`src/owned_handle_table_macros.svh`:
```
// Assertion macros used by the handle table top level.
`ifndef OWNED_HANDLE_TABLE_MACROS_SVH
`define OWNED_HANDLE_TABLE_MACROS_SVH

// Same-cycle implication, disabled during reset.
`define OHT_ASSERT_NOW(lbl, ck, rn, ante, cons, msg) \
    lbl: assert property (@(posedge ck) disable iff (!(rn)) (ante) |-> (cons)) \
        else $error(msg);

// Next-cycle implication, disabled during reset.
`define OHT_ASSERT_NEXT(lbl, ck, rn, ante, cons, msg) \
    lbl: assert property (@(posedge ck) disable iff (!(rn)) (ante) |=> (cons)) \
        else $error(msg);

`endif

```
`src/oht_pkg.sv`:
```
// Package with types, codes and constants of the owned handle table.
`timescale 1ns / 1ps

package oht_pkg;

    localparam int POOL_SLOTS_DEF = 16;

    localparam logic [30:0] ID_LIMIT = 31'h7FFF_FFFF;
    localparam logic [31:0] NO_OWNER = 32'd0;

    localparam logic [1:0] MODE_CREATE  = 2'd0;
    localparam logic [1:0] MODE_DESTROY = 2'd1;
    localparam logic [1:0] MODE_GET     = 2'd2;

    localparam logic [2:0] ST_OK      = 3'd0;
    localparam logic [2:0] ST_FULL    = 3'd1;
    localparam logic [2:0] ST_REFUSED = 3'd2;
    localparam logic [2:0] ST_MISSING = 3'd3;
    localparam logic [2:0] ST_NULL    = 3'd4;

    typedef struct packed {
        logic [1:0]         mode;
        logic signed [31:0] requester_pid;
        logic [30:0]        handle_id;
        logic signed [31:0] guest_pid;
        logic [31:0]        mem_ref;
    } oht_req_t;

    typedef struct packed {
        logic [2:0]  status;
        logic [30:0] issued_id;
        logic [31:0] found_mem_ref;
    } oht_rsp_t;

    // Request token walking down the row of slot cells.
    typedef struct packed {
        logic        valid;
        logic        done;
        logic [1:0]  mode;
        logic [31:0] requester;
        logic [30:0] handle;
        logic [31:0] friend_id;
        logic [31:0] mem;
        logic [30:0] id;
        logic [2:0]  status;
        logic [31:0] found;
    } oht_token_t;

endpackage

```
`src/oht_cell.sv`:
```
// One slot of the handle table with its stage of the request token.
`timescale 1ns / 1ps

module oht_cell
    import oht_pkg::*;
(
    input  logic       clk,
    input  logic       rst_n,
    input  oht_token_t tok_in,
    output oht_token_t tok_out
);

    oht_token_t  tok_reg, tok_next;
    logic [30:0] handle_reg, handle_next;
    logic [31:0] owner_reg, owner_next;
    logic [31:0] friend_reg, friend_next;
    logic [31:0] mem_reg, mem_next;

    always_comb
    begin
        tok_next    = tok_in;
        handle_next = handle_reg;
        owner_next  = owner_reg;
        friend_next = friend_reg;
        mem_next    = mem_reg;
        if (tok_in.valid && !tok_in.done)
        begin
            case (tok_in.mode)
                MODE_CREATE:
                begin
                    if (handle_reg == 31'd0)
                    begin
                        handle_next     = tok_in.id;
                        owner_next      = tok_in.requester;
                        friend_next     = tok_in.friend_id;
                        mem_next        = tok_in.mem;
                        tok_next.done   = 1'b1;
                        tok_next.status = ST_OK;
                    end
                end
                MODE_DESTROY:
                begin
                    if (handle_reg == tok_in.handle)
                    begin
                        tok_next.done = 1'b1;
                        if (owner_reg != tok_in.requester)
                        begin
                            tok_next.status = ST_REFUSED;
                        end
                        else
                        begin
                            handle_next     = 31'd0;
                            owner_next      = NO_OWNER;
                            friend_next     = NO_OWNER;
                            tok_next.status = ST_OK;
                        end
                    end
                end
                MODE_GET:
                begin
                    if (handle_reg == tok_in.handle)
                    begin
                        tok_next.done = 1'b1;
                        if (owner_reg != tok_in.requester && friend_reg != tok_in.requester)
                        begin
                            tok_next.status = ST_REFUSED;
                        end
                        else
                        begin
                            tok_next.found  = mem_reg;
                            tok_next.status = ST_OK;
                        end
                    end
                end
                default:
                begin
                end
            endcase
        end
    end

    always_ff @(posedge clk or negedge rst_n)
    begin
        if (!rst_n)
        begin
            tok_reg    <= '0;
            handle_reg <= 31'd0;
            owner_reg  <= NO_OWNER;
            friend_reg <= NO_OWNER;
            mem_reg    <= 32'd0;
        end
        else
        begin
            tok_reg    <= tok_next;
            handle_reg <= handle_next;
            owner_reg  <= owner_next;
            friend_reg <= friend_next;
            mem_reg    <= mem_next;
        end
    end

    assign tok_out = tok_reg;

endmodule
```
`config.mk`:
```
export PLATFORM = sky130hd
export DESIGN_NAME = oht_cell
export DESIGN_NICKNAME = d
export VERILOG_FILES = /design/src/owned_handle_table_macros.svh /design/src/oht_pkg.sv /design/src/oht_cell.sv
export SDC_FILE = /design/constraint.sdc
export NUM_CORES = 1
export LEC_CHECK = 0
export BUFFER_PORTS_ARGS = -buffer_cell sky130_fd_sc_hd__buf_4
export CAP_MARGIN = 10
export CORE_MARGIN = 1.5
export CORE_UTILIZATION = 40
export CTS_BUF_LIST = sky130_fd_sc_hd__clkbuf_16
export DETAILED_ROUTE_END_ITERATION = 8
export GPL_ROUTABILITY_DRIVEN = 0
export HOLD_SLACK_MARGIN = 0.08
export PLACE_DENSITY = 0.65
export SLEW_MARGIN = 0
export SYNTH_ARGS = -nofsm -noshare
export SYNTH_HDL_FRONTEND = slang
export SYNTH_SLANG_ARGS = --single-unit
```
`constraint.sdc`:
```
create_clock -name clk -period 2.9 [get_ports clk]
set_input_delay 0.58 -clock clk [delete_from_list [all_inputs] [get_ports clk]]
set_output_delay 0.58 -clock clk [all_outputs]
set_load 0.02 [all_outputs]
```
==> impl_metrics.json <==
{
  "grt_max_degree": 68,
  "p_per_area_nw_per_um2": 854,
  "fill_cells": 2266,
  "start_util_pct": 40.4,
  "rows": 61,
  "layout_common_cells": "buf_4, dfrtp_1, a22o_1",
  "first_iter_violations": 320,
  "hold_class": "in -> reg",
  "clk_pin_slew_ns": 0.06,
  "synth_top_family_by_area": "compound AO/OA/AOI/OAI gates",
  "antenna_cells": 0,
  "end_kind": "flop",
  "htree_levels": 2,
  "worst_hold_slack_ns": 0.187,
  "start_kind": "flop",
  "syn-cell-area_sq_um": 11200,
  "cp_max_fo": 32,
  "largest_reg_flops": 197,
  "synth_edf_count": 0,
  "leakagePower_nw": 7.97,
  "die_h_microns": 170,
  "place_hpwl_microns": 22000,
  "root_buffer": "clkbuf_16",
  "antenna_left": 0,
  "clock-sinks": 324,
  "whs_endpoint": "tok_out[127]",
  "fmax_mhz": 380,
  "ys_ff_latch": 324,
  "setup_viol": 0,
  "worst_pin_slew_ns": 0.587,
  "cp.arrival_ns": 3.02,
  "required_ns": 3.28,
  "clk_latency_ns": 0.51,
  "max-cap-violations": 0,
  "synthTopCellsByArea": "dfrtp_1, a22o_1, xor2_1, mux2_4, mux2_2",
  "clock-skew-final_ns": 0.0177,
  "cts_inserted_buffers": 34,
  "syn_nets": 879,
  "grt_first_pass_wirelength_microns": 44300,
  "synth_cell_type_count": 28,
  "cts_hold_buf": 1,
  "finalCoreUtilization_pct": 57.6,
  "synthCells": 676,
  "whs_path_depth": 1,
  "layout_commonest_cell": "buf_4",
  "vias": 7242,
  "ys_seq_area_share_pct": 72.4,
  "die_area_sq_um": 29000,
  "synth_top_area_share_pct": 72.4,
  "path_class": "reg -> reg",
  "antenna_found_initial": 1,
  "wl_per_cell_microns": 19.9,
  "async_flop_share_pct": 100,
  "ys_warn_count": 0,
  "final-hold-violation-count": 0,
  "grt_pass1_vias": 7560,
  "power_mw": 13.6,
  "rsz0062_at_grt": "no",
  "core_sq_um": 27700,
  "ys.flop_type": "dfrtp_1",
  "syn_area_per_cell_sq_um": 16.6,
  "syn2layout_area_growth_pct": 42.5,
  "synth-adder-area-share_pct": 0.447,
  "detail_route.first_pass.iterations": 4,
  "grt_overflow": 0,
  "portBuffers": 395,
  "slew_viol_final": 0,
  "yosys.area_share.simple_pct": 2.86,
  "synth_compound_area_share_pct": 7.91,
  "via_per_inst": 4.82,
  "r2r-start": "owner_reg[9]",
  "post_cts_resize_count": 0,
  "holdCritStartpoint": "tok_in[127]",
  "r2r_slack_ns": 0.27,
  "irDropWorstVdd_v": 0.000496,
  "cts_buffer_depth": 3,
  "multi_input_area_sq_um": 2970,
  "routed_wl_microns": 29900,
  "post-cts-setup-buffer-count": 0,
  "register_area_sq_um": 8110,
  "synth.largest_area_cell": "dfrtp_1",
  "drc": 0,
  "ioPinCount": 396,
  "cts_tree": "built",
  "layout.nets": 1305,
  "status": "completed",
  "fin_crit_ns": 2.63,
  "grtUsageTotal_pct": 20.4,
  "maxSlewHeadroom_pct": 60.9,
  "synth-xor-area-share_pct": 7.43,
  "layout-drive-gt1-share_pct": 47.5,
  "min_period_over_period_pct": 90.8,
  "muxShareOfSynthArea_pct": 7.64,
  "die_width_microns": 170,
  "r2r_cells": 8,
  "r2r-end": "tok_out[25]"
}
==> cell usage after synthesis (2+ instances only) <==
cell type	count
buf_2	10
buf_1	2
nand2_1	2
mux2_2	36
nor2b_1	5
nand3_1	2
nor3_1	2
a22o_1	95
inv_1	3
nor2_1	3
buf_6	3
dfrtp_1	324
xnor2_1	32
ha_1	4
nor4_1	24
xor2_1	63
clkbuf_1	13
mux2_4	30
nand4_1	14
==> critical path: stages (launching register included) <==
cell      delay [ns]
dfrtp_1         0.39
xor2_1          0.16
nor4_1          0.35
buf_4           0.18
nand4_1         0.10
or2_1           0.27
a2111o_2        0.50
buf_12          0.20
mux2_4          0.33
==> layout make-up <==
| cell class | instances | share of cell area (%) |
|---|---|---|
| inverter | 3 | 0.0705 |
| multi-input combinational | 321 | 18.6 |
| clock inverter | 21 | 1.36 |
| timing repair buffer | 418 | 20.4 |
| tap | 378 | 2.96 |
| clock buffer | 37 | 5.80 |
| sequential | 324 | 50.8 |
==> per-layer routing <==
metal | track usage, % | routed length (microns) | vias up
li1 | - | - | 3257
met1 | 24.9 | 11600 | 3630
met2 | 34.9 | 15000 | 297
met3 | 6.28 | 2510 | 56
met4 | 5.85 | 743 | 2
met5 | 0 | 20 | -
==> worst max path at each step <==
stage | endpoint | start | slack (ns)
finish | tok_out[25] | owner_reg[9] | 0.27
global route | tok_out[31] | owner_reg[9] | 0.11
CTS | tok_out[31] | friend_reg[7] | 0.24
detailed placement | tok_out[25] | tok_in[170] | -0.09
global placement | tok_out[28] | tok_in[168] | -0.12
floorplan | tok_out[10] | tok_in[189] | 0.46
==> power by group <==
| part | switching, mW | internal (mW) |
|---|---|---|
| combinational | 1.32 | 1.60 |
| clock | 1.71 | 2.73 |
| sequential | 0.720 | 5.55 |
==> cell families (layout without fill, tap and decap cells) <==
| group | after synthesis | after routing |
|---|---|---|
| AOI/OAI and AO/OA | 102 | 102 |
| muxes | 66 | 66 |
| buffers and inverters | 31 | 479 |
| DFF | 324 | 324 |
| xor gates and xnor gates | 95 | 95 |
| adders and majority gates | 4 | 4 |
| and+or+nand+nor | 54 | 54 |
==> stage by stage <==
stage                     setup TNS (ns)  cells  cell area, sq um  setup slack, ns
final                                  0   1502             16000            0.267
after global routing                   0   1502             16000            0.106
after CTS                              0   1502             16000            0.242
after detailed placement           -2.52   1443             14800          -0.0934
after global placement             -3.61   1443             14800           -0.117
after floorplan                        0    676             11200            0.456
(Power assumes the default switching activity.)
